==> src/rtl/dmc_predictive_controller_core_defines.svh <==
// Assertion macros for the DMC controller core.
// Included by modules that carry concurrent checks; empty bodies in synthesis.
`ifndef DMC_PREDICTIVE_CONTROLLER_CORE_DEFINES_SVH
`define DMC_PREDICTIVE_CONTROLLER_CORE_DEFINES_SVH

`ifndef SYNTHESIS
`define DMC_ASSERT_IMPL(lbl, clk, rst_n, ante, cons, msg) \
  lbl: assert property (@(posedge clk) disable iff (!rst_n) (ante) |-> (cons)) \
    else $error(msg);
`define DMC_ASSERT_NEXT(lbl, clk, rst_n, ante, cons, msg) \
  lbl: assert property (@(posedge clk) disable iff (!rst_n) (ante) |=> (cons)) \
    else $error(msg);
`else
`define DMC_ASSERT_IMPL(lbl, clk, rst_n, ante, cons, msg)
`define DMC_ASSERT_NEXT(lbl, clk, rst_n, ante, cons, msg)
`endif

`endif

==> src/rtl/dmc_pkg.sv <==
// Package for the DMC controller core: sizes, coefficient tables, helpers, types.
// No dependencies.
`timescale 1ns / 1ps

package dmc_pkg;

  localparam int unsigned HORIZON    = 10;
  localparam int unsigned MODEL_LEN  = 10;
  localparam int unsigned FRAC_BITS  = 16;
  localparam int unsigned TABLE_LEN  = 10;
  localparam int unsigned DATA_W     = 32;
  localparam int unsigned ACC_W      = 48;
  localparam int unsigned GAIN_W     = 16;
  localparam int unsigned GAIN_FRAC  = 16;
  localparam int unsigned CFG_ADDR_W = 4;

  localparam logic [1:0] REG_TARGET    = 2'd0;
  localparam logic [1:0] REG_MODEL_SET = 2'd1;
  localparam logic [1:0] REG_CORR_GAIN = 2'd2;

  localparam logic signed [DATA_W-1:0] TARGET_RST    = '0;
  localparam logic                     MODEL_SET_RST = 1'b1;
  localparam logic [GAIN_W-1:0]        CORR_GAIN_RST = 16'd7209;

  // coefficients in millionths
  localparam logic [31:0] CTL_MICRO [2][TABLE_LEN] = '{
    '{32'd209000, 32'd698000, 32'd1167000, 32'd1470000, 32'd1649000,
      32'd1771000, 32'd1824000, 32'd1794000, 32'd1668000, 32'd1432000},
    '{32'd173118, 32'd602877, 32'd1071223, 32'd1535874, 32'd1908167,
      32'd2151732, 32'd2250668, 32'd2205667, 32'd2025825, 32'd1720388}
  };

  localparam logic [31:0] STEP_MICRO [2][TABLE_LEN] = '{
    '{32'd2200, 32'd8700, 32'd19600, 32'd34800, 32'd54200,
      32'd77800, 32'd105400, 32'd136900, 32'd172100, 32'd211000},
    '{32'd548, 32'd2190, 32'd4924, 32'd8748, 32'd13658,
      32'd19647, 32'd26709, 32'd34837, 32'd44020, 32'd54249}
  };

  typedef enum logic [2:0] {
    ST_IDLE,
    ST_ERR,
    ST_MUL,
    ST_RND,
    ST_PASS_A,
    ST_INC,
    ST_PASS_B,
    ST_DONE
  } state_e;

  typedef struct packed {
    logic signed [DATA_W-1:0] target;
    logic                     model_set;
    logic [GAIN_W-1:0]        corr_gain;
  } cfg_t;

  // elaboration-time conversion, rounded to nearest
  function automatic longint unsigned from_micro(input longint unsigned micro,
                                                 input int unsigned frac);
    return ((micro << frac) + 64'd500000) / 64'd1000000;
  endfunction

  function automatic longint unsigned ctl_coef(input int unsigned set,
                                               input int unsigned p,
                                               input int unsigned frac);
    if (p >= TABLE_LEN) return 64'd0;
    return from_micro(64'(CTL_MICRO[set][p]), frac);
  endfunction

  function automatic longint unsigned step_coef(input int unsigned set,
                                                input int unsigned p,
                                                input int unsigned model_len,
                                                input int unsigned frac);
    int unsigned last;
    int unsigned idx;
    last = ((model_len < TABLE_LEN) ? model_len : TABLE_LEN) - 1;
    idx  = (p > last) ? last : p;
    return from_micro(64'(STEP_MICRO[set][idx]), frac);
  endfunction

  function automatic logic signed [DATA_W-1:0] sat32(input logic signed [63:0] v);
    if (v > 64'sd2147483647) return 32'sh7fffffff;
    if (v < -64'sd2147483648) return 32'sh80000000;
    return v[DATA_W-1:0];
  endfunction

endpackage

==> src/rtl/dmc_cfg_regs.sv <==
// APB-style configuration registers of the DMC controller core.
// Depends on dmc_pkg.
`timescale 1ns / 1ps

module dmc_cfg_regs import dmc_pkg::*; (
  input  logic                  clk_i,
  input  logic                  rst_ni,
  input  logic                  psel,
  input  logic                  penable,
  input  logic                  pwrite,
  input  logic [CFG_ADDR_W-1:0] paddr,
  input  logic [31:0]           pwdata,
  output logic [31:0]           prdata,
  output logic                  pready,
  output cfg_t                  cfg_o
);

  cfg_t       cfg_q;
  logic       wr_en;
  logic [1:0] reg_idx;

  assign pready  = 1'b1;
  assign wr_en   = psel && penable && pwrite;
  assign reg_idx = paddr[CFG_ADDR_W-1:2];
  assign cfg_o   = cfg_q;

  always_ff @(posedge clk_i or negedge rst_ni) begin
    if (!rst_ni) begin
      cfg_q.target    <= TARGET_RST;
      cfg_q.model_set <= MODEL_SET_RST;
      cfg_q.corr_gain <= CORR_GAIN_RST;
    end else if (wr_en) begin
      unique case (reg_idx)
        REG_TARGET:    cfg_q.target    <= pwdata;
        REG_MODEL_SET: cfg_q.model_set <= pwdata[0];
        REG_CORR_GAIN: cfg_q.corr_gain <= pwdata[GAIN_W-1:0];
        default: ;
      endcase
    end
  end

  always_comb begin
    unique case (reg_idx)
      REG_TARGET:    prdata = cfg_q.target;
      REG_MODEL_SET: prdata = {31'd0, cfg_q.model_set};
      REG_CORR_GAIN: prdata = {16'd0, cfg_q.corr_gain};
      default:       prdata = '0;
    endcase
  end

endmodule

==> config.mk <==
export PLATFORM = sky130hd
export DESIGN_NAME = dmc_cfg_regs
export DESIGN_NICKNAME = d
export VERILOG_FILES = /design/src/rtl/dmc_predictive_controller_core_defines.svh /design/src/rtl/dmc_pkg.sv /design/src/rtl/dmc_cfg_regs.sv
export SDC_FILE = /design/constraint.sdc
export NUM_CORES = 1
export LEC_CHECK = 0
export BUFFER_PORTS_ARGS = -buffer_cell sky130_fd_sc_hd__buf_2
export CAP_MARGIN = 20
export CORE_ASPECT_RATIO = 0.75
export CORE_UTILIZATION = 48
export DETAILED_ROUTE_END_ITERATION = 16
export PLACE_DENSITY = 0.94
export SYNTH_ARGS = -nofsm -noshare
export SYNTH_HDL_FRONTEND = slang
export SYNTH_SLANG_ARGS = --single-unit
==> constraint.sdc <==
create_clock -name clk_i -period 1.6 [get_ports clk_i]
set_clock_uncertainty 0.05 [all_clocks]
set_input_delay 0.16 -clock clk_i [delete_from_list [all_inputs] [get_ports clk_i]]
set_output_delay 0.16 -clock clk_i [all_outputs]
set_load 0.02 [all_outputs]
==> metrics, run 1 <==
outcome finished, final reports clean; initial DRC count 40; CP Data Arrival Time roughly 1.2 ns; hold_sp pwdata[28]; most instantiated cells after synthesis mux2_2 (47), dfrtp_1 (42), and2_1 (16), mux2i_1 (16), nor2_1 (16); Pwr Density around 1300 nW/um2; final hold viol count 0; mux share of post-synthesis cell area 31.8%; Sequential Power Share a little over two fifths; Worst Setup End Kind primary output; Die Width about 80 um; Final ANT Viol Nets 0; Post-synth ARST share 100%; nets ~330; CP peak stage delay between 0.5 and 0.6 ns; Starting Density 50.1%; DRT Pass-1 Iters 4; cts repair resizes 0; YS warnings 0; EDFF count, synth 0; fmax roughly 0.7 GHz; clock share of power about 22%; n_diodes 0; GRT met3 Usage approximately 5.2%; XOR/XNOR share of the synthesized area 0%; Placed Cells ~340; final wirelength roughly 4700 um; Hold Path End cfg_o[45]; Worst R2R Start cfg_o[20]; Worst R2R Path Depth 1; GR Util met2 approximately 34%; first-pass GRT wire length 6930 um; switching share of power between 30% and 40%; Comb power frac around a third; core area between 4000 and 5000 um2; H-tree Lvls 2; Area Overhead vs Synth 36.3%; TritonCTS Buffers 5; flop-to-flop setup slack between 0.7 and 0.8 ns; pin count of the biggest net entering global routing 33; DIE AREA ~5000 um2; main combinational cell family by area after synthesis multiplexers; Root Driver clkbuf_8; type of the most critical hold path in -> reg; CP Cell Sequence mux2i_1, o21ai_0, buf_2; top cells by area, synth dfrtp_1 (47%), mux2_2 (24%), dfstp_2 (8.2%); Worst path slowest cell dfstp_2; drt wl/cell 13.6 um; max reg flops roughly 50; Yosys top cell area share between 40% and 50%; Non-Filler Instances between 300 and 400; clk sinks 49; switching pwr 1390 uW; clock tree buffer depth 2; final RePlAce weighted congestion roughly 0.65; Simple-Gate Fraction of Synth Area under 10%; ys flop type dfrtp_1; Post-route DRC 0; Min-Delay Path Depth 2; Leak approximately 0.0016 uW; dpl ws ~0.24 ns; # IOs 123; Post-Synth Adder-Cell Area 0%; hpwl dp approximately 3600 um; fin. max-slew vios 0; Int Power 2650 uW; top-count cell post-synth mux2_2; Worst Setup Path Type reg -> out; RSZ-0062 raised after global routing no; minimum clock period between 1 and 1.5 ns; synthesized area per cell between 10 and 15 um2; fin crit share approximately 90%; vias in the first global route 1519; GRT Overall Usage a little under a fifth; setup TNS 0 ns; crit path launch type flip-flop; final setup vio count 0; CP required between 1 and 1.5 ns; die height between 60 and 70 um; Synth Area in Compound Gates less than 1%; I/O Buffers between 100 and 150; initial antenna violation count 0; Yosys cell types 19; dominant cell type by area after synthesis dfrtp_1; post-route setup slack ~0.17 ns; GR Overflow Total 0; vias post-DR about 1700; fill count between 300 and 400; worst vdd ir 0.000866 V; Cell Rows 21; end of the worst register-to-register path cfg_o[20]; later-pin clock latency in the skew report roughly 0.29 ns; Clock Pin Slew Worst Setup and Hold Paths approximately 0.08 ns; Seq cells post-synth 49; gr busiest metal met2; share of layout cells above drive strength 1 66.0%; number of max-cap violations 0; Syn Std Cell Area ~2200 um2; Seq/Total Area, Yosys between 50% and 60%; synthesized net count roughly 200; CTS tree yes; Mapped Cells 163; vias per inst roughly 4.9; met1 usage between 20% and 30%; CP Max Fanout 3
==> per-stage QoR <==
stage	util (%)	total power (uW)	hold slack (ns)	area, um2
floorplan	-	2650	-0.186	2240
global placement	65.4	3150	0.0654	2920
detailed placement	65.4	3210	0.0779	2920
CTS	68.2	4100	0.0221	3050
global route	68.2	4280	0.0267	3050
finish	68.2	4040	0.0335	3050
==> critical path: cells and delay by family, from the launching register on <==
kind | cells | cell delay (ns)
buf+inv | 1 | 0.18
mux | 1 | 0.06
flops | 1 | 0.54
compound gates | 1 | 0.14
==> cells in the final DEF, fill, tap and decap left out <==
cell type      instances
mux2_1                 2
nor3_4                 1
nor3b_4                1
nand3b_1               1
mux2i_1               16
clkbuf_1               1
and2_1                16
o21ai_0                1
dlygate4sd3_1          1
buf_12                 2
dfstp_2                7
buf_2                119
clkbuf_8               6
nand3_2                1
nor3b_1                1
buf_4                  5
dfrtp_1               42
mux2_2                47
bufinv_16              1
conb_1                 1
nor2_1                16
==> worst max path at each step <==
stage,slack [ns],from,endpoint
CTS,0.15,cfg_o[0],prdata[0]
global placement,0.26,paddr[2],cfg_o[35]
floorplan,0.24,cfg_o[0],prdata[0]
finish,0.17,cfg_o[0],prdata[0]
global route,0.09,cfg_o[0],prdata[0]
detailed placement,0.24,pwrite,cfg_o[13]
==> routing by layer <==
layer | vias to the layer above | share of wire [%] | wire length, um
li1 | 806 | - | -
met1 | 828 | 41 | 1920
met2 | 63 | 51 | 2420
met3 | 7 | 6.6 | 312
met4 | 0 | 0.96 | 45
met5 | - | 0 | 0
==> power by group through the flow <==
stage	combinational (uW)	clock [uW]	sequential (uW)
finish	1410	876	1760
global route	1530	953	1800
CTS	1430	906	1760
detailed placement	1430	0	1790
global placement	1380	0	1760
floorplan	525	0	2130
==> repair_timing <==
action	CTS	global route
endpoints found under the hold margin	12	0
hold buffers	1	0
buffers inserted	0	0
==> layout make-up <==
class / instances / area [um2] / area share, %
Timing Repair Buffer: 127 / 683 / 22.4
Clock inverter: 1 / 30.0 / 0.986
Clock buffer: 7 / 86.3 / 2.83
Tap cell: 57 / 71.3 / 2.34
Multi-Input combinational cell: 104 / 941 / 30.9
Sequential cell: 49 / 1230 / 40.5
==> kinds of logic after synthesis <==
| family | count (synthesis) |
|---|---|
| buffers and inverters | 10 |
| AND/OR/NAND/NOR | 37 |
| multiplexers | 65 |
| other | 1 |
| flip-flops | 49 |
| AO/OA/AOI/OAI | 1 |
Power figures use the tool's default switching activity.
==> inputs of run 2 (changes only) <==
Settings changed: CORE_ASPECT_RATIO 0.75 to not set.
==> run 2 against run 1 <==
Flip-flop and latch count unchanged. Power grew 0.68%. Combinational power hardly changed. Clock power grew 2%. Register-to-register slack hardly changed. Critical path type unchanged. Critical endpoint unchanged. Largest power group unchanged.
==> metrics, run 2 (synthesized netlist as in run 1, its figures left out) <==
outcome finished, final reports clean; fin crit share 89.5% (-0.16 points); met2 routed WL 2610 um (+8.0%); GR Overflow Total 0 (unchanged); CTS tree yes; CP Buf/Inv Count 1 (unchanged); drt wl/cell 14.4 um (+5.4%); DP Area 2940 um2 (+0.73%); minimum clock period 1.43 ns (-0.00254 ns); Hold WS 0.0196 ns (-0.0139 ns); flop-to-flop setup slack 0.74 ns (about the same); Post-route DRC 0 (unchanged); post-route setup slack 0.168 ns (+0.00254 ns); RSZ-0062 raised after global routing no; Final ANT Viol Nets 0 (unchanged); Worst path slowest cell dfstp_2; Starting Density 50.7% (+0.60 points); CP Max Fanout 3 (unchanged); CP Data Arrival Time 1.22 ns (about the same); nets 330 (+0.61%); dpl ws 0.225 ns (-0.0109 ns); Worst Setup End Kind primary output; DRT Pass-1 Iters 3 (-1); vias post-DR 1687 (-1.0%); final hold viol count 0 (unchanged); final instance area 3070 um2 (+0.70%); routed wl met3 211 um (-32%); CP Cell Sequence mux2i_1, o21ai_0, buf_2; fmax 0.698 GHz (+0.18%); core area 4410 um2 (-1.2%); type of the most critical hold path in -> reg; hpwl dp 3730 um (+4.2%); share of layout cells above drive strength 1 66.2% (+0.23 points); GRT Overall Usage 20.4% (+1.4 points); cell family with most CP delay flip-flops; CP peak stage delay 0.55 ns (about the same); Root Driver clkbuf_8; TritonCTS Buffers 5 (unchanged); I/O Buffers 119 (unchanged); initial antenna violation count 0 (unchanged); most common cell after layout, fill and taps aside buf_2; Cell Rows 24 (+14%); Worst Setup Path Type reg -> out; Area Overhead vs Synth 37.2%; worst vdd ir 0.000703 V (-19%); fin. max-slew vios 0 (unchanged); die height 70.3 um (+15%); CP required 1.39 ns (about the same); final RePlAce weighted congestion 0.742 (+14%); final setup vio count 0 (unchanged); number of max-cap violations 0 (unchanged); first-pass GRT wire length 7780 um (+12%); setup TNS 0 ns (unchanged); DRT met1 WL 1970 um (+2.4%); initial DRC count 32 (-20%); max reg flops 49 (unchanged); slew margin rel. between 60 and 70%; vias in the first global route 1588 (+4.5%); Worst Tran Pin Value about 0.50 ns; Pwr Density 1330 nW/um2 (about the same); later-pin clock latency in the skew report 0.30 ns (about the same); vias per inst 4.93 (-0.13%); Top Metal Used met4; setup bufs post-CTS 0 (unchanged); n_diodes 0 (unchanged); H-tree Lvls 2 (unchanged); Leak 0.00162 uW (+0.92%); pin count of the biggest net entering global routing 30 (-9.1%); clock tree buffer depth 2 (unchanged); DIE AREA 4940 um2 (about the same); crit path launch type flip-flop; most frequent cells in the layout buf_2 (119), mux2_2 (47), dfrtp_1 (42); Clock Pin Slew Worst Setup and Hold Paths 0.09 ns (about the same); # IOs 123 (unchanged); Die Width 70.3 um (-13%); final wirelength 4910 um (+4.5%); clk sinks 49 (unchanged)
run 2: cell types whose count changed in the layout (fill, tap and decap cells not counted), sizes merged:
cell	delta
buf	+2
run 2: where the power goes:
part	switching, uW	total (uW)	internal (uW)
Sequential	201	1760	1560
Clock	387	896	510
Combinational	825	1410	589
run 2: layer usage:
layer	GRT usage, %	vias up
met5	0	-
met4	9.33	0
met3	4.47	11
met2	35.6	55
met1	23.7	811
li1	-	810
run 2: path summary, 6_finish.rpt:
kind | end | cells past startpoint | from
min in group asynchronous | cfg_o[13] | 2 | rst_ni
max | prdata[0] | 3 | cfg_o[0]
min | cfg_o[48] | 2 | pwdata[31]
min reg2reg | cfg_o[48] | 1 | cfg_o[48]
max reg2reg | cfg_o[45] | 1 | cfg_o[45]
max in group asynchronous | cfg_o[5] | 3 | rst_ni
run 2: final cells by class:
class	instances	area, um2
fill	322	1350
sequential	49	1230
tap	52	65.1
clock inverter	1	30.0
multi-input combinational	104	941
clock buffer	7	86.3
timing repair buffer	129	711
run 2: stage by stage:
stage                     util (%)  total power (uW)  cells
after floorplan                  -              2650    163
after global placement        66.6              3160    333
after detailed placement      66.6              3210    333
after CTS                     69.5              4110    342
after global routing          69.5              4270    342
final                         69.5              4070    342
run 2: what timing repair did:
| action | 4_1_cts | 5_1_grt |
|---|---|---|
| hold endpoints to repair | 16 | 0 |
| hold buffers | 1 | 0 |
| gates resized for setup | 0 | 0 |
==> inputs of run 3 (changes only) <==
Settings changed: CORE_ASPECT_RATIO set to 1.4, CORE_UTILIZATION 48 to 30, PLACE_DENSITY 0.94 to 0.67.
==> run 3 against run 2 <==
Clock-buffer cell count rose by 1. Sequential power barely moved. Die area rose by 58%. First-iteration DRC count rose by 38%. Register-to-register slack improved by 0.02 ns. Core utilization fell by 26 points. Routed wire length rose by 1.8%. Combinational power barely moved. Power fell by 4.4%. Non-clock buffer count rose by 1. Clock power fell by 18%. Fmax fell by 1.6%.
==> metrics, run 3 (synthesized netlist as in run 1, its figures left out) <==
outcome finished, final reports clean; Leak 0.00161 uW (-0.45%); first-pass GRT wire length 7780 um (unchanged); setup TNS 0 ns (unchanged); flop-to-flop setup slack 0.76 ns (+0.02 ns); DP Area 3000 um2 (+2.1%); switching share of power 35.8% (+1.0 points); n_diodes 0 (unchanged); DIE AREA 7810 um2 (+58%); Worst Tran Pin Value 0.602 ns (+0.0973 ns); Int Power 2500 uW (-5.9%); Worst R2R Path Depth 1 (unchanged); fin crit share 90.9% (+1.4 points); dpl ws -0.114 ns (-0.338 ns); vias post-DR 1708 (+1.2%); Worst Setup End Kind primary output; Area Overhead vs Synth 38.9%; TritonCTS Buffers 5 (unchanged); CP required 1.39 ns (about the same); vias per inst 4.42 (-10%); final hold viol count 0 (unchanged); DRT Pass-1 Iters 2 (-1); hold_sp pwdata[31]; Pwr Density 1250 nW/um2 (-5.6%); Cell Rows 36 (+50%); I/O Buffers 119 (unchanged); clk sinks 49 (unchanged); most common cell after layout, fill and taps aside buf_2; crit path launch type flip-flop; end of the worst register-to-register path cfg_o[45]; Worst R2R Start cfg_o[45]; Post-route DRC 0 (unchanged); slew margin rel. 59.8% (-6.5 points); CP Data Arrival Time 1.24 ns (+0.02 ns); max reg flops 49 (unchanged); Worst path slowest cell dfstp_2; final wirelength 5000 um (+1.8%); Final ANT Viol Nets 0 (unchanged); share of layout cells above drive strength 1 66.3% (+0.12 points); CP peak stage delay 0.55 ns (about the same); later-pin clock latency in the skew report 0.29 ns (about the same); fmax 0.688 GHz (-1.6%); number of max-cap violations 0 (unchanged); Comb power frac 36.2% (+1.4 points); most frequent cells in the layout buf_2 (119), mux2_2 (47), dfrtp_1 (42); core area 7070 um2 (+60%); minimum clock period 1.45 ns (+0.0226 ns); CP Max Fanout 3 (unchanged); Hold WS 0.0373 ns (+0.0177 ns); CP Cell Sequence mux2i_1, o21ai_0, buf_2; H-tree Lvls 2 (unchanged); nets 331 (+0.30%); Root Driver clkbuf_8; post-route setup slack 0.145 ns (-0.0226 ns); hpwl dp 3730 um (about the same); Min-Delay Path Depth 2 (unchanged); fill count 701 (+120%); final setup vio count 0 (unchanged); CTS tree yes; Starting Density 31.6% (-19 points); fin. max-slew vios 0 (unchanged); final RePlAce weighted congestion 0.668 (-10%); drt wl/cell 13.0 um (-9.8%); # IOs 123 (unchanged); RSZ-0062 raised after global routing no; Tot Pwr 3890 uW (-4.4%); pin count of the biggest net entering global routing 50 (+67%); clock share of power 18.8% (-3.2 points); switching pwr 1390 uW (-1.5%); Worst Setup Path Type reg -> out; Sequential Power Share 45.1% (+1.9 points); GRT Overall Usage 13.0% (-7.4 points); Clock Pin Slew Worst Setup and Hold Paths 0.08 ns (about the same); Hold Path End cfg_o[48]; type of the most critical hold path in -> reg; final instance area 3110 um2 (+1.2%); initial antenna violation count 0 (unchanged); initial DRC count 44 (+38%); Die Width 75.0 um (+6.7%); GR Overflow Total 0 (unchanged); clock tree buffer depth 2 (unchanged); vias in the first global route 1655 (+4.2%); die height 104 um (+48%); worst vdd ir 0.000438 V (-38%)
## run 3: layout make-up
type | count | area (um2) | area share (%)
flip-flops and latches | 49 | 1230 | 39.8
multi-input cells | 104 | 943 | 30.4
well taps | 95 | 119 | 3.83
clock buffers | 8 | 90.1 | 2.90
repair buffers | 130 | 718 | 23.1
## run 3: per-stage QoR
stage,utilization (%),instances
2_1_floorplan,-,163
3_3_place_gp,42.5,377
3_5_place_dp,42.5,377
4_1_cts,43.9,386
5_1_grt,43.9,386
6_report,43.9,386
## run 3: timing repair
action / 4_1_cts / 5_1_grt
setup endpoints to repair: 16 / 0
setup buffers: 0 / 0
hold buffers: 1 / 0
hold endpoints to repair: 42 / 0
gates resized for setup: 1 / 0
## run 3: metal layers
| metal | GRT usage, % | share of wire (%) | wire length, um |
|---|---|---|---|
| met1 | 14.5 | 40 | 1990 |
| met2 | 22.9 | 52 | 2580 |
| met3 | 4.17 | 7.8 | 390 |
| met4 | 3.64 | 0.88 | 44 |
| met5 | 0 | 0 | 0 |
## run 3: critical path, delay by kind of cell, from the launching register on
kind	cells	cell delay, ns
flops	1	0.55
compound gates	1	0.15
mux	1	0.07
buf+inv	1	0.19
## run 3: worst max-delay path by stage
| stage | start | endpoint | cells past startpoint |
|---|---|---|---|
| after floorplan | cfg_o[0] | prdata[0] | 2 |
| after global placement | paddr[2] | prdata[19] | 4 |
| after detailed placement | paddr[2] | prdata[16] | 4 |
| after CTS | cfg_o[0] | prdata[0] | 3 |
| after global routing | cfg_o[0] | prdata[0] | 3 |
| final | cfg_o[0] | prdata[0] | 3 |
## run 3: power groups by stage
stage,Combinational [uW],Sequential (uW),Clock [uW]
2_1_floorplan,525,2130,0
3_3_place_gp,1410,1770,0
3_5_place_dp,1420,1780,0
4_1_cts,1430,1760,783
5_1_grt,1520,1800,819
6_report,1410,1750,731
