===== src/rtl/dmc_predictive_controller_core_defines.svh =====
// Assertion macros for the DMC controller core.
// Included by modules that carry concurrent checks; empty bodies in synthesis.
`ifndef DMC_PREDICTIVE_CONTROLLER_CORE_DEFINES_SVH
`define DMC_PREDICTIVE_CONTROLLER_CORE_DEFINES_SVH

`ifndef SYNTHESIS
`define DMC_ASSERT_IMPL(lbl, clk, rst_n, ante, cons, msg) \
  lbl: assert property (@(posedge clk) disable iff (!rst_n) (ante) |-> (cons)) \
    else $error(msg);
`define DMC_ASSERT_NEXT(lbl, clk, rst_n, ante, cons, msg) \
  lbl: assert property (@(posedge clk) disable iff (!rst_n) (ante) |=> (cons)) \
    else $error(msg);
`else
`define DMC_ASSERT_IMPL(lbl, clk, rst_n, ante, cons, msg)
`define DMC_ASSERT_NEXT(lbl, clk, rst_n, ante, cons, msg)
`endif

`endif


===== src/rtl/dmc_pkg.sv =====
// Package for the DMC controller core: sizes, coefficient tables, helpers, types.
// No dependencies.
`timescale 1ns / 1ps

package dmc_pkg;

  localparam int unsigned HORIZON    = 10;
  localparam int unsigned MODEL_LEN  = 10;
  localparam int unsigned FRAC_BITS  = 16;
  localparam int unsigned TABLE_LEN  = 10;
  localparam int unsigned DATA_W     = 32;
  localparam int unsigned ACC_W      = 48;
  localparam int unsigned GAIN_W     = 16;
  localparam int unsigned GAIN_FRAC  = 16;
  localparam int unsigned CFG_ADDR_W = 4;

  localparam logic [1:0] REG_TARGET    = 2'd0;
  localparam logic [1:0] REG_MODEL_SET = 2'd1;
  localparam logic [1:0] REG_CORR_GAIN = 2'd2;

  localparam logic signed [DATA_W-1:0] TARGET_RST    = '0;
  localparam logic                     MODEL_SET_RST = 1'b1;
  localparam logic [GAIN_W-1:0]        CORR_GAIN_RST = 16'd7209;

  // coefficients in millionths
  localparam logic [31:0] CTL_MICRO [2][TABLE_LEN] = '{
    '{32'd209000, 32'd698000, 32'd1167000, 32'd1470000, 32'd1649000,
      32'd1771000, 32'd1824000, 32'd1794000, 32'd1668000, 32'd1432000},
    '{32'd173118, 32'd602877, 32'd1071223, 32'd1535874, 32'd1908167,
      32'd2151732, 32'd2250668, 32'd2205667, 32'd2025825, 32'd1720388}
  };

  localparam logic [31:0] STEP_MICRO [2][TABLE_LEN] = '{
    '{32'd2200, 32'd8700, 32'd19600, 32'd34800, 32'd54200,
      32'd77800, 32'd105400, 32'd136900, 32'd172100, 32'd211000},
    '{32'd548, 32'd2190, 32'd4924, 32'd8748, 32'd13658,
      32'd19647, 32'd26709, 32'd34837, 32'd44020, 32'd54249}
  };

  typedef enum logic [2:0] {
    ST_IDLE,
    ST_ERR,
    ST_MUL,
    ST_RND,
    ST_PASS_A,
    ST_INC,
    ST_PASS_B,
    ST_DONE
  } state_e;

  typedef struct packed {
    logic signed [DATA_W-1:0] target;
    logic                     model_set;
    logic [GAIN_W-1:0]        corr_gain;
  } cfg_t;

  // elaboration-time conversion, rounded to nearest
  function automatic longint unsigned from_micro(input longint unsigned micro,
                                                 input int unsigned frac);
    return ((micro << frac) + 64'd500000) / 64'd1000000;
  endfunction

  function automatic longint unsigned ctl_coef(input int unsigned set,
                                               input int unsigned p,
                                               input int unsigned frac);
    if (p >= TABLE_LEN) return 64'd0;
    return from_micro(64'(CTL_MICRO[set][p]), frac);
  endfunction

  function automatic longint unsigned step_coef(input int unsigned set,
                                                input int unsigned p,
                                                input int unsigned model_len,
                                                input int unsigned frac);
    int unsigned last;
    int unsigned idx;
    last = ((model_len < TABLE_LEN) ? model_len : TABLE_LEN) - 1;
    idx  = (p > last) ? last : p;
    return from_micro(64'(STEP_MICRO[set][idx]), frac);
  endfunction

  function automatic logic signed [DATA_W-1:0] sat32(input logic signed [63:0] v);
    if (v > 64'sd2147483647) return 32'sh7fffffff;
    if (v < -64'sd2147483648) return 32'sh80000000;
    return v[DATA_W-1:0];
  endfunction

endpackage


===== src/rtl/dmc_pred_mem.sv =====
// Prediction vector store: one write port, one registered read port.
// Entries not yet written read as their reset value. Depends on dmc_pkg.
`timescale 1ns / 1ps

module dmc_pred_mem import dmc_pkg::*; #(
  parameter  int unsigned Depth    = HORIZON,
  parameter  int unsigned FracBits = FRAC_BITS,
  localparam int unsigned AddrW    = (Depth > 1) ? $clog2(Depth) : 1
) (
  input  logic                     clk_i,
  input  logic                     rst_ni,
  input  logic                     rd_en_i,
  input  logic [AddrW-1:0]         rd_addr_i,
  output logic signed [DATA_W-1:0] rd_data_o,
  input  logic                     wr_en_i,
  input  logic [AddrW-1:0]         wr_addr_i,
  input  logic signed [DATA_W-1:0] wr_data_i
);

  localparam logic signed [DATA_W-1:0] ResetOne = DATA_W'(1) << FracBits;

  logic signed [DATA_W-1:0] mem_q [Depth];
  logic signed [DATA_W-1:0] rd_data_q;
  logic [Depth-1:0]         vld_q;
  logic                     rd_vld_q;
  logic                     rd_zero_q;

  always_ff @(posedge clk_i) begin
    if (wr_en_i) begin
      mem_q[wr_addr_i] <= wr_data_i;
    end
    if (rd_en_i) begin
      rd_data_q <= mem_q[rd_addr_i];
    end
  end

  always_ff @(posedge clk_i or negedge rst_ni) begin
    if (!rst_ni) begin
      vld_q     <= '0;
      rd_vld_q  <= 1'b0;
      rd_zero_q <= 1'b0;
    end else begin
      if (wr_en_i) begin
        vld_q[wr_addr_i] <= 1'b1;
      end
      if (rd_en_i) begin
        rd_vld_q  <= vld_q[rd_addr_i];
        rd_zero_q <= (rd_addr_i == '0);
      end
    end
  end

  assign rd_data_o = rd_vld_q ? rd_data_q : (rd_zero_q ? ResetOne : '0);

endmodule


===== config.mk =====
export PLATFORM = sky130hd
export DESIGN_NAME = dmc_pred_mem
export DESIGN_NICKNAME = d
export VERILOG_FILES = /design/src/rtl/dmc_predictive_controller_core_defines.svh /design/src/rtl/dmc_pkg.sv /design/src/rtl/dmc_pred_mem.sv
export SDC_FILE = /design/constraint.sdc
export NUM_CORES = 1
export LEC_CHECK = 0
export BUFFER_PORTS_ARGS = -buffer_cell sky130_fd_sc_hd__buf_4
export CORE_MARGIN = 3
export CORE_UTILIZATION = 54
export CTS_CLUSTER_DIAMETER = 100
export CTS_CLUSTER_SIZE = 8
export DETAILED_ROUTE_END_ITERATION = 7
export GPL_ROUTABILITY_DRIVEN = 0
export GPL_TIMING_DRIVEN = 0
export PLACE_DENSITY = 0.77
export SLEW_MARGIN = 20
export SYNTH_ARGS = -nofsm -noshare
export SYNTH_HDL_FRONTEND = slang
export SYNTH_SLANG_ARGS = --single-unit

===== constraint.sdc =====
create_clock -name clk_i -period 1.3 [get_ports clk_i]
set_input_delay 0.195 -clock clk_i [delete_from_list [all_inputs] [get_ports clk_i]]
set_output_delay 0.195 -clock clk_i [all_outputs]
set_load 0.005 [all_outputs]

==> results of run 1 <==
==> cells in the mapped netlist (all sizes together) <==
cell type,number,share of area
clkbuf,10,0.0027
nand4,1,0.00045
or2,10,0.0045
nand2,33,0.0089
o211ai,32,0.017
buf,26,0.013
inv,1,0.00027
nor2,9,0.0024
o221ai,1,0.00063
and2,31,0.014
nor2b,1,0.00045
nand3b,2,0.0011
nor4,1,0.00045
edfxtp,352,0.76
mux2i,1,0.00072
nand2b,35,0.016
dfrtp,12,0.022
mux4,66,0.11
a22oi,32,0.024
nor3,3,0.0011
mux2,3,0.0024
or3b,1,0.00063
==> layer usage <==
layer | share of wire | vias to the layer above | global-route usage
met2 | 0.52 | 335 | 0.397
met3 | 0.066 | 84 | 0.0409
met4 | 0.034 | 0 | 0.0907
li1 | - | 3095 | -
met5 | 0 | - | 0
met1 | 0.38 | 3779 | 0.303
==> state kept, by name, summed over array words and instances, names as in the netlist <==
| signal | flops |
|---|---|
| rd_data_q | 32 |
| rd_vld_q | 1 |
| vld_q | 10 |
| rd_zero_q | 1 |
| mem_q | 320 |
==> report_power, final <==
group	total (mW)	switching, mW	internal (mW)	leakage, nW
combinational	2.00	0.980	1.02	1.86
clock	12.2	4.56	7.66	0.715
sequential	13.4	0.138	13.3	3.33
total	27.6	5.68	21.9	5.91
==> worst max path at each step <==
stage	cells past startpoint	slack [ns]	endpoint	from
after floorplan	2	-0.61	mem_q[0][0]	wr_addr_i[2]
after global placement	3	-1.45	mem_q[0][13]	wr_addr_i[2]
after detailed placement	6	-0.82	mem_q[0][13]	wr_addr_i[2]
after CTS	3	-0.42	rd_data_o[19]	rd_vld_q
after global routing	2	-0.48	rd_data_o[16]	rd_vld_q
final	2	-0.45	rd_data_o[16]	rd_vld_q
==> logic make-up (layout without fill, tap and decap cells) <==
kind of cell,count (synthesis),in the layout,synth area share
DFF,364,364,0.783
and+or+nand+nor,127,128,0.0497
muxes,70,70,0.110
AOI/OAI and AO/OA,65,65,0.0417
buffers and inverters,37,268,0.0158
other,0,1,0
==> critical path, stage by stage (launching register included) <==
cell and delay (ns):
sky130_fd_sc_hd__dfrtp_2 0.53, sky130_fd_sc_hd__mux2_4 0.36, sky130_fd_sc_hd__buf_6 0.12
==> timing repair <==
| item | 4_1_cts | 5_1_grt |
|---|---|---|
| endpoints found under the hold margin | 332 | 0 |
| gates cloned | 2 | 0 |
| setup endpoints to repair | 222 | 106 |
| hold buffers | 33 | 0 |
| setup buffers | 11 | 4 |
| pin swaps | 33 | 6 |
| gates resized for setup | 51 | 25 |
==> cell type report <==
cell class / count / area, um2 / share of cell area
sequential: 364 / 10900 / 0.620
multi-input combinational: 263 / 3040 / 0.174
clock buffer: 93 / 1460 / 0.0829
timing repair buffer: 135 / 1400 / 0.0797
tap: 330 / 413 / 0.0235
buffer: 36 / 302 / 0.0172
clock inverter: 3 / 55.1 / 0.00314
inverter: 1 / 3.75 / 0.000214
antenna: 1 / 2.50 / 0.000143
==> metrics by stage <==
stage,util,worst slack [ns],setup TNS (ns),cells
2_1_floorplan,-,-0.615,-106.40,663
3_3_place_gp,0.593,-1.45,-333.11,1065
3_5_place_dp,0.605,-0.822,-189.61,1079
4_1_cts,0.691,-0.423,-14.85,1221
5_1_grt,0.695,-0.484,-17.47,1226
6_report,0.695,-0.454,-15.12,1226
==> run_summary.xml, run 1 <==
<?xml version="1.0" encoding="UTF-8"?>
<metrics>
  <group name="layout">
    <metric name="mostFrequentLayoutCells" unit="">352 x sky130_fd_sc_hd__edfxtp_1, 69 x sky130_fd_sc_hd__buf_4, 66 x sky130_fd_sc_hd__mux4_2</metric>
    <metric name="final_layout_size_suffix_gt1_frac" unit="">0.374</metric>
    <metric name="area_growth_syn_to_layout" unit="%">26.3</metric>
    <metric name="count_of_nets_after_finishing" unit="">896</metric>
    <metric name="fillCellCount" unit="">1463</metric>
    <metric name="layout.cell_area.non_filler" unit="um2">17500</metric>
    <metric name="commonest_non_fill_non_tap_cell_in_the_layout" unit="">sky130_fd_sc_hd__edfxtp_1</metric>
  </group>
  <group name="yosys">
    <metric name="flip_flop_and_latch_count_after_synthesis" unit="">364</metric>
    <metric name="synth.yosys.warnings" unit="">0</metric>
    <metric name="netlist_instances" unit="">663</metric>
    <metric name="netlist-cell-type-count" unit="">28</metric>
    <metric name="synthesized_netlist_net_count" unit="">707</metric>
    <metric name="syn-cell-area" unit="um2">13900</metric>
    <metric name="synth.avg_cell_area" unit="um2">20.9</metric>
    <metric name="synth.yosys.seq_area_share" unit="">0.783</metric>
  </group>
  <group name="worst_setup_path">
    <metric name="rr_worst_depth" unit="">3</metric>
    <metric name="timing_worst_setup_path_type" unit="">flip-flop to output pin</metric>
    <metric name="cp_data_required_time" unit="ns">1.11</metric>
    <metric name="critical_path.endpoint_type" unit="">output pin</metric>
    <metric name="worst_r2r_startpoint" unit="">mem_q[7][28]</metric>
    <metric name="startpoint_type" unit="">flip-flop</metric>
    <metric name="reg2reg_to" unit="">rd_data_q[28]</metric>
    <metric name="cp_data_arrival_time" unit="ns">1.56</metric>
    <metric name="r2r_slack" unit="ns">-0.19</metric>
    <metric name="crit_path_max_fanout" unit="">7</metric>
  </group>
  <group name="route">
    <metric name="route.detailed.vias_per_inst" unit="">5.95</metric>
    <metric name="drc_marker_count_from_the_first_detailed_route_iteration" unit="">773</metric>
    <metric name="wl_per_cell" unit="um">25.9</metric>
    <metric name="drtAntennaViolNets" unit="">0</metric>
    <metric name="drc_errors" unit="">0</metric>
    <metric name="total_iterations_of_the_first_detailed_routing_run" unit="">5</metric>
    <metric name="via_count" unit="">7293</metric>
    <metric name="routed_wl" unit="mm">31.7</metric>
  </group>
  <group name="timing">
    <metric name="timing.max_slew.rel_slack" unit="">0.377</metric>
    <metric name="timing_hold_violations_final" unit="">0</metric>
    <metric name="final_hold_slack" unit="ns">0.0789</metric>
    <metric name="final.period_utilization" unit="">1.35</metric>
    <metric name="setup_violations" unit="">65</metric>
    <metric name="timing.final.crit_period" unit="ns">1.75</metric>
    <metric name="timing_worst_slew_pin_value" unit="ns">0.934</metric>
    <metric name="layout_setup_ws" unit="ns">-0.454</metric>
    <metric name="finalClockSkew" unit="ns">0.0185</metric>
    <metric name="fmax" unit="GHz">0.570</metric>
    <metric name="timing_max_transition_violations_final" unit="">0</metric>
    <metric name="unrepaired_setup_endpoints_after_global_routing" unit="">yes</metric>
  </group>
  <group name="min_path">
    <metric name="hold_path_class" unit="">input pin to asynchronous set/reset pin</metric>
  </group>
  <group name="clock_tree">
    <metric name="cts.htree.levels" unit="">2</metric>
    <metric name="cts-buffers-inserted" unit="">51</metric>
    <metric name="cts_tree" unit="">done</metric>
    <metric name="worstSkewPairLatency" unit="ns">0.54</metric>
    <metric name="cts_num_sinks" unit="">364</metric>
    <metric name="cts_max_path_buffers" unit="">3</metric>
    <metric name="worst_setup_hold_path_clk_slew" unit="ns">0.05</metric>
    <metric name="clock_root_cell" unit="">sky130_fd_sc_hd__clkbuf_16</metric>
  </group>
  <group name="grt">
    <metric name="antenna_found_initial" unit="">1</metric>
    <metric name="number_of_global_route_vias_before_repair" unit="">7867</metric>
    <metric name="grt_pass1_wl" unit="mm">48.4</metric>
    <metric name="grt_use_total" unit="">0.233</metric>
    <metric name="largest_net_degree_at_the_start_of_global_routing" unit="">37</metric>
    <metric name="grt_remaining_overflow" unit="">0</metric>
  </group>
  <group name="run_status">
    <metric name="failing_checks" unit="">setup timing</metric>
    <metric name="result_of_the_run" unit="">complete, but fails checks</metric>
  </group>
  <group name="floorplanning">
    <metric name="placementRows" unit="">58</metric>
    <metric name="die_h" unit="um">166</metric>
    <metric name="die_width" unit="um">166</metric>
    <metric name="standard_cell_core_area" unit="um2">25300</metric>
    <metric name="design.die.area" unit="um2">27700</metric>
    <metric name="top_level_ports" unit="">76</metric>
    <metric name="initial_utilization" unit="">0.550</metric>
  </group>
  <group name="power">
    <metric name="power.density_cell_area" unit="nW/um2">1570</metric>
    <metric name="post-layout-total-power" unit="mW">27.6</metric>
    <metric name="ir_drop" unit="mV">0.916</metric>
    <metric name="total_leakage_power" unit="nW">5.91</metric>
  </group>
  <group name="placed_design">
    <metric name="postPlaceCellArea" unit="um2">15300</metric>
    <metric name="place.detailed.hpwl" unit="mm">18.4</metric>
    <metric name="port-buffer-count" unit="">72</metric>
  </group>
  <group name="run">
    <metric name="timing.max_cap.violations" unit="">0</metric>
  </group>
</metrics>
(Power assumes the default switching activity.)
==> run 2: changes to the inputs <==
CORE_ASPECT_RATIO = 1.25   (was default)
==> run 2 against run 1 <==
Net effect:
- critical path depth is 1 higher
- clock-buffer cell count down 30
- cell count decreased by 2.7%
- the run still ends with setup timing left
- critical endpoint is now rd_data_o[7]
- first-iteration DRC count grew 8.3%
- non-clock buffer count shrank 4
- final area decreased by 1.6%
- via count is essentially flat
- flip-flop and latch count is the same
- wire length about the same
- maximum frequency grew 4.2%
- highest routed layer unchanged
- sequential power hardly changed
- largest power group unchanged
- worst hold slack got worse by 0.035 ns
==> run_summary.xml, run 2 (synthesis results as in run 1) <==
<?xml version="1.0" encoding="UTF-8"?>
<metrics>
  <group name="route">
    <metric name="via_count" unit="">7286</metric>
    <metric name="drc_errors" unit="">0</metric>
    <metric name="total_iterations_of_the_first_detailed_routing_run" unit="">5</metric>
    <metric name="drc_marker_count_from_the_first_detailed_route_iteration" unit="">837</metric>
    <metric name="top_signal_layer_used" unit="">met4</metric>
    <metric name="wl_met3" unit="mm">2.33</metric>
    <metric name="route.detailed.vias_per_inst" unit="">6.11</metric>
    <metric name="wl_per_cell" unit="um">26.6</metric>
    <metric name="met2_layer_wire_length_in_the_routed_design" unit="mm">16.7</metric>
    <metric name="drtAntennaViolNets" unit="">0</metric>
    <metric name="routedLengthMet1" unit="mm">11.9</metric>
    <metric name="routed_wl" unit="mm">31.8</metric>
  </group>
  <group name="grt">
    <metric name="number_of_global_route_vias_before_repair" unit="">7653</metric>
    <metric name="grt_use_total" unit="">0.235</metric>
    <metric name="antenna_found_initial" unit="">0</metric>
    <metric name="largest_net_degree_at_the_start_of_global_routing" unit="">37</metric>
    <metric name="grt_pass1_wl" unit="mm">47.6</metric>
    <metric name="grt_remaining_overflow" unit="">0</metric>
  </group>
  <group name="clock_tree">
    <metric name="cts_max_path_buffers" unit="">3</metric>
    <metric name="worst_setup_hold_path_clk_slew" unit="ns">0.05</metric>
    <metric name="cts_tree" unit="">done</metric>
    <metric name="cts-buffers-inserted" unit="">51</metric>
    <metric name="cts_num_sinks" unit="">364</metric>
    <metric name="clock_root_cell" unit="">sky130_fd_sc_hd__clkbuf_16</metric>
    <metric name="cts.htree.levels" unit="">2</metric>
    <metric name="worstSkewPairLatency" unit="ns">0.53</metric>
  </group>
  <group name="placed_design">
    <metric name="placedCellCount" unit="">1085</metric>
    <metric name="place.detailed.hpwl" unit="mm">18.0</metric>
    <metric name="port-buffer-count" unit="">72</metric>
    <metric name="postPlaceCellArea" unit="um2">15300</metric>
  </group>
  <group name="floorplanning">
    <metric name="placementRows" unit="">65</metric>
    <metric name="initial_utilization" unit="">0.549</metric>
    <metric name="design.die.area" unit="um2">27700</metric>
    <metric name="die_width" unit="um">149</metric>
    <metric name="die_h" unit="um">185</metric>
    <metric name="top_level_ports" unit="">76</metric>
    <metric name="standard_cell_core_area" unit="um2">25300</metric>
  </group>
  <group name="worst_setup_path">
    <metric name="critical_path.endpoint_type" unit="">output pin</metric>
    <metric name="slowest_delay" unit="ns">0.47</metric>
    <metric name="cp_data_arrival_time" unit="ns">1.49</metric>
    <metric name="cp_data_required_time" unit="ns">1.11</metric>
    <metric name="reg2reg_to" unit="">rd_data_q[7]</metric>
    <metric name="critical-path-slowest-cell" unit="">sky130_fd_sc_hd__dfrtp_2</metric>
    <metric name="worstPathCellList" unit="">clkbuf_16 -&gt; and2_4 -&gt; buf_4</metric>
    <metric name="r2r_slack" unit="ns">-0.11</metric>
    <metric name="startpoint_type" unit="">flip-flop</metric>
    <metric name="worst_r2r_startpoint" unit="">mem_q[6][7]</metric>
    <metric name="crit_path_max_fanout" unit="">10</metric>
    <metric name="timing_worst_setup_path_type" unit="">flip-flop to output pin</metric>
    <metric name="rr_worst_depth" unit="">3</metric>
  </group>
  <group name="run_status">
    <metric name="failing_checks" unit="">setup timing</metric>
    <metric name="result_of_the_run" unit="">complete, but fails checks</metric>
  </group>
  <group name="timing">
    <metric name="setup_violations" unit="">64</metric>
    <metric name="layout_setup_ws" unit="ns">-0.383</metric>
    <metric name="fmax" unit="GHz">0.594</metric>
    <metric name="timing_hold_violations_final" unit="">0</metric>
    <metric name="final.period_utilization" unit="">1.29</metric>
    <metric name="unrepaired_setup_endpoints_after_global_routing" unit="">yes</metric>
    <metric name="finalClockSkew" unit="ns">0.00896</metric>
    <metric name="timing_worst_slew_pin_value" unit="ns">0.877</metric>
    <metric name="timing.final.crit_period" unit="ns">1.68</metric>
    <metric name="timing.max_slew.rel_slack" unit="">0.416</metric>
    <metric name="final.setup.tns" unit="ns">-13.04</metric>
    <metric name="final_hold_slack" unit="ns">0.0441</metric>
    <metric name="timing_max_transition_violations_final" unit="">0</metric>
  </group>
  <group name="power">
    <metric name="post-layout-total-power" unit="mW">27.0</metric>
    <metric name="total_leakage_power" unit="nW">5.80</metric>
    <metric name="power.density_cell_area" unit="nW/um2">1570</metric>
    <metric name="ir_drop" unit="mV">0.879</metric>
  </group>
  <group name="min_path">
    <metric name="hold_path_class" unit="">input pin to asynchronous set/reset pin</metric>
  </group>
  <group name="layout">
    <metric name="fillCellCount" unit="">1479</metric>
    <metric name="commonest_non_fill_non_tap_cell_in_the_layout" unit="">sky130_fd_sc_hd__edfxtp_1</metric>
    <metric name="final_layout_size_suffix_gt1_frac" unit="">0.365</metric>
    <metric name="insertedDiodeCount" unit="">0</metric>
    <metric name="final_cell_count_no_fill" unit="">1193</metric>
    <metric name="reg_top3" unit="">mem_q x320, rd_data_q x32, vld_q x10</metric>
    <metric name="top_register" unit="">mem_q</metric>
    <metric name="max_ffs_per_register" unit="">320</metric>
    <metric name="count_of_nets_after_finishing" unit="">891</metric>
    <metric name="layout.cell_area.non_filler" unit="um2">17300</metric>
    <metric name="mostFrequentLayoutCells" unit="">352 x sky130_fd_sc_hd__edfxtp_1, 73 x sky130_fd_sc_hd__buf_4, 66 x sky130_fd_sc_hd__mux4_2</metric>
    <metric name="area_growth_syn_to_layout" unit="%">24.3</metric>
  </group>
  <group name="run">
    <metric name="timing.max_cap.violations" unit="">0</metric>
  </group>
</metrics>
## run 2: cell count changes in the layout (fill, tap and decap cells not counted), moves of 2 or more
cell	delta
sky130_fd_sc_hd__clkbuf_2	+2
sky130_fd_sc_hd__clkbuf_1	-33
sky130_fd_sc_hd__buf_4	+4
sky130_fd_sc_hd__and2_1	+18
sky130_fd_sc_hd__buf_12	+5
sky130_fd_sc_hd__and2_4	-18
sky130_fd_sc_hd__buf_6	-6
sky130_fd_sc_hd__buf_16	-6
sky130_fd_sc_hd__buf_8	-2
sky130_fd_sc_hd__clkbuf_16	+2
## run 2: final cells by class
class                           instances  area, um2  area share
Inverter                                1       3.75    0.000217
Timing Repair Buffer                  131       1280      0.0742
Tap cell                              335        419      0.0243
Clock buffer                           63       1360      0.0790
Sequential cell                       364      10900       0.630
Buffer                                 36        313      0.0181
Multi-Input combinational cell        262       2990       0.173
Clock inverter                          1       30.0     0.00174
## run 2: worst max-delay path by stage
stage	from	endpoint	slack (ns)	cells past startpoint
after floorplan	wr_addr_i[2]	mem_q[0][0]	-0.61	2
after global placement	wr_addr_i[2]	mem_q[0][0]	-1.56	3
after detailed placement	wr_addr_i[3]	mem_q[5][0]	-0.68	4
after CTS	rd_vld_q	rd_data_o[15]	-0.40	3
after global routing	rd_vld_q	rd_data_o[13]	-0.42	3
final	rd_vld_q	rd_data_o[7]	-0.38	3
## run 2: metrics by stage
step,util,worst slack [ns]
floorplan,-,-0.615
detailed placement,0.603,-0.676
global placement,0.593,-1.56
finish,0.683,-0.383
CTS,0.681,-0.398
global route,0.683,-0.419
## run 2: report_power, final
group | internal, mW | switching, mW | leakage [nW]
Combinational | 0.944 | 0.955 | 1.79
Clock | 7.37 | 4.37 | 0.679
Sequential | 13.3 | 0.123 | 3.33
## run 2: repair_timing
item / in CTS / in global routing
hold endpoints to repair: 332 / 0
endpoints found under the setup margin: 183 / 65
gates resized for setup: 33 / 15
pin swaps: 28 / 3
buffers inserted: 11 / 0
hold buffers: 33 / 0
## run 2: layer usage
| layer | vias up | track usage |
|---|---|---|
| met5 | - | 0 |
| met4 | 0 | 0.0736 |
| met3 | 74 | 0.0396 |
| met2 | 404 | 0.412 |
| met1 | 3763 | 0.304 |
| li1 | 3045 | - |
## run 2: critical path: cells and delay by family (launching register included)
family / cells / cell delay, ns
buffers and inverters: 2 / 0.33
flip-flops: 1 / 0.47
AND/OR/NAND/NOR: 1 / 0.15
==> run 3: changes to the inputs <==
CTS_BUF_LIST = sky130_fd_sc_hd__clkbuf_8   (was default)
SLEW_MARGIN = default   (was 20)
==> run 3 against run 2 <==
Net effect:
- the flow still finishes with violations (setup timing)
- clock power fell by 35%
- final area fell by 3.4%
- first-iteration DRC count fell by 14%
==> run_summary.xml, run 3 (synthesis results as in run 1) <==
<?xml version="1.0" encoding="UTF-8"?>
<metrics>
  <group name="worst_setup_path">
    <metric name="worstPathCellList" unit="">clkbuf_16 -&gt; and2_4 -&gt; buf_4</metric>
    <metric name="crit_path_max_fanout" unit="">10</metric>
    <metric name="slowest_delay" unit="ns">0.46</metric>
    <metric name="critical-path-slowest-cell" unit="">sky130_fd_sc_hd__dfrtp_2</metric>
    <metric name="startpoint_type" unit="">flip-flop</metric>
    <metric name="critical_path.endpoint_type" unit="">output pin</metric>
    <metric name="timing_worst_setup_path_type" unit="">flip-flop to output pin</metric>
    <metric name="cp_data_required_time" unit="ns">1.11</metric>
    <metric name="cp_data_arrival_time" unit="ns">1.50</metric>
    <metric name="crit_path_max_delay_family" unit="">flip-flops</metric>
    <metric name="timing.critical_path.buf_inv" unit="">2</metric>
  </group>
  <group name="route">
    <metric name="drc_marker_count_from_the_first_detailed_route_iteration" unit="">722</metric>
    <metric name="routed_wl" unit="mm">30.6</metric>
    <metric name="via_count" unit="">7160</metric>
    <metric name="wl_per_cell" unit="um">25.7</metric>
    <metric name="total_iterations_of_the_first_detailed_routing_run" unit="">5</metric>
    <metric name="drtAntennaViolNets" unit="">0</metric>
    <metric name="route.detailed.vias_per_inst" unit="">6.00</metric>
    <metric name="drc_errors" unit="">0</metric>
  </group>
  <group name="power">
    <metric name="p_comb_frac" unit="">0.082</metric>
    <metric name="ir_drop" unit="mV">0.747</metric>
    <metric name="p_sw_frac" unit="">0.210</metric>
    <metric name="power.density_cell_area" unit="nW/um2">1370</metric>
    <metric name="pwr-share-clk" unit="">0.331</metric>
    <metric name="seqPwrFrac" unit="">0.586</metric>
    <metric name="power_report.internal_total" unit="mW">18.0</metric>
    <metric name="total_leakage_power" unit="nW">5.56</metric>
    <metric name="p_sw" unit="mW">4.78</metric>
  </group>
  <group name="clock_tree">
    <metric name="cts_max_path_buffers" unit="">3</metric>
    <metric name="cts_num_sinks" unit="">364</metric>
    <metric name="worstSkewPairLatency" unit="ns">0.55</metric>
    <metric name="cts.htree.levels" unit="">2</metric>
    <metric name="cts_tree" unit="">done</metric>
    <metric name="worst_setup_hold_path_clk_slew" unit="ns">0.06</metric>
    <metric name="clock_root_cell" unit="">sky130_fd_sc_hd__clkbuf_8</metric>
    <metric name="cts-buffers-inserted" unit="">51</metric>
  </group>
  <group name="run_status">
    <metric name="result_of_the_run" unit="">complete, but fails checks</metric>
    <metric name="failing_checks" unit="">setup timing</metric>
  </group>
  <group name="floorplanning">
    <metric name="die_width" unit="um">149</metric>
    <metric name="top_level_ports" unit="">76</metric>
    <metric name="standard_cell_core_area" unit="um2">25300</metric>
    <metric name="die_h" unit="um">185</metric>
    <metric name="design.die.area" unit="um2">27700</metric>
    <metric name="placementRows" unit="">65</metric>
    <metric name="initial_utilization" unit="">0.549</metric>
  </group>
  <group name="layout">
    <metric name="layout.cell_area.non_filler" unit="um2">16700</metric>
    <metric name="reg_top3" unit="">mem_q x320, rd_data_q x32, vld_q x10</metric>
    <metric name="layout.core_utilization" unit="">0.660</metric>
    <metric name="final_cell_count_no_fill" unit="">1194</metric>
    <metric name="insertedDiodeCount" unit="">0</metric>
    <metric name="max_ffs_per_register" unit="">320</metric>
    <metric name="mostFrequentLayoutCells" unit="">352 x sky130_fd_sc_hd__edfxtp_1, 74 x sky130_fd_sc_hd__buf_4, 66 x sky130_fd_sc_hd__mux4_2</metric>
    <metric name="area_growth_syn_to_layout" unit="%">20.1</metric>
    <metric name="count_of_nets_after_finishing" unit="">892</metric>
    <metric name="fillCellCount" unit="">1594</metric>
    <metric name="commonest_non_fill_non_tap_cell_in_the_layout" unit="">sky130_fd_sc_hd__edfxtp_1</metric>
    <metric name="final_layout_size_suffix_gt1_frac" unit="">0.362</metric>
    <metric name="top_register" unit="">mem_q</metric>
  </group>
  <group name="run">
    <metric name="timing.max_cap.violations" unit="">0</metric>
  </group>
  <group name="timing">
    <metric name="timing_worst_slew_pin_value" unit="ns">1.31</metric>
    <metric name="finalClockSkew" unit="ns">0.0128</metric>
    <metric name="final_hold_slack" unit="ns">0.0541</metric>
    <metric name="layout_setup_ws" unit="ns">-0.400</metric>
    <metric name="unrepaired_setup_endpoints_after_global_routing" unit="">yes</metric>
    <metric name="setup_violations" unit="">179</metric>
    <metric name="timing_max_transition_violations_final" unit="">0</metric>
    <metric name="timing.final.crit_period" unit="ns">1.70</metric>
    <metric name="timing.max_slew.rel_slack" unit="">0.124</metric>
    <metric name="final.setup.tns" unit="ns">-43.62</metric>
    <metric name="fmax" unit="GHz">0.588</metric>
    <metric name="final.period_utilization" unit="">1.31</metric>
    <metric name="timing_hold_violations_final" unit="">0</metric>
  </group>
  <group name="grt">
    <metric name="grt_use_total" unit="">0.228</metric>
    <metric name="grt_remaining_overflow" unit="">0</metric>
    <metric name="grt_pass1_wl" unit="mm">46.0</metric>
    <metric name="largest_net_degree_at_the_start_of_global_routing" unit="">37</metric>
    <metric name="number_of_global_route_vias_before_repair" unit="">7572</metric>
    <metric name="antenna_found_initial" unit="">0</metric>
  </group>
  <group name="placed_design">
    <metric name="postPlaceCellArea" unit="um2">15100</metric>
    <metric name="place.detailed.hpwl" unit="mm">17.0</metric>
    <metric name="port-buffer-count" unit="">72</metric>
    <metric name="placedCellCount" unit="">1076</metric>
  </group>
  <group name="min_path">
    <metric name="hold_path_class" unit="">input pin to flip-flop</metric>
  </group>
</metrics>
## run 3: path summary, 6_finish.rpt
kind / startpoint / endpoint / slack [ns] / cells after the start
min reg2reg: vld_q[8] / vld_q[8] / 0.47 / 1
min in group asynchronous: rst_ni / vld_q[1] / 0.69 / 3
max reg2reg: mem_q[7][30] / rd_data_q[30] / -0.10 / 3
max: rd_vld_q / rd_data_o[12] / -0.40 / 3
min: rd_addr_i[3] / rd_vld_q / 0.05 / 3
max in group asynchronous: rst_ni / rd_vld_q / 0.23 / 3
## run 3: power by group through the flow
stage                     sequential (mW)  clock, mW  combinational, mW
after floorplan                      13.5          0              0.899
after global placement               13.6          0               1.57
after detailed placement             13.6          0               1.63
after CTS                            13.4       7.69               1.86
after global routing                 13.4       8.21               2.01
final                                13.4       7.56               1.88
## run 3: metrics by stage
| step | worst slack [ns] | total power [mW] |
|---|---|---|
| after floorplan | -0.615 | 14.4 |
| after global placement | -1.56 | 15.1 |
| after detailed placement | -0.956 | 15.2 |
| after CTS | -0.468 | 22.9 |
| after global routing | -0.455 | 23.6 |
| final | -0.400 | 22.8 |
## run 3: what timing repair did
item / in CTS / in global routing
gates cloned: 4 / 0
hold buffers: 35 / 0
setup buffers: 13 / 2
endpoints found under the setup margin: 345 / 192
pin swaps: 36 / 10
endpoints found under the hold margin: 333 / 0
resized for setup: 34 / 21
## run 3: worst reg2reg max path: stages, from the launching register on
cell and delay [ns]:
sky130_fd_sc_hd__edfxtp_1 0.37, sky130_fd_sc_hd__mux4_2 0.49, sky130_fd_sc_hd__a22oi_2 0.18, sky130_fd_sc_hd__nand2_1 0.10
## run 3: layer usage
| metal | vias to the layer above | share of wire | track usage |
|---|---|---|---|
| met4 | 0 | 0.025 | 0.0747 |
| met2 | 366 | 0.52 | 0.391 |
| met5 | - | 0 | 0 |
| met1 | 3687 | 0.38 | 0.305 |
| li1 | 3047 | - | - |
| met3 | 60 | 0.076 | 0.0340 |
## run 3: final cells by class
type	instances	area [um2]	area share
multi-input combinational	266	3030	0.182
buffer	36	299	0.0179
timing repair buffer	128	1260	0.0758
clock buffer	53	729	0.0437
inverter	1	3.75	0.000225
tap	335	419	0.0251
clock inverter	11	67.6	0.00405
sequential	364	10900	0.652
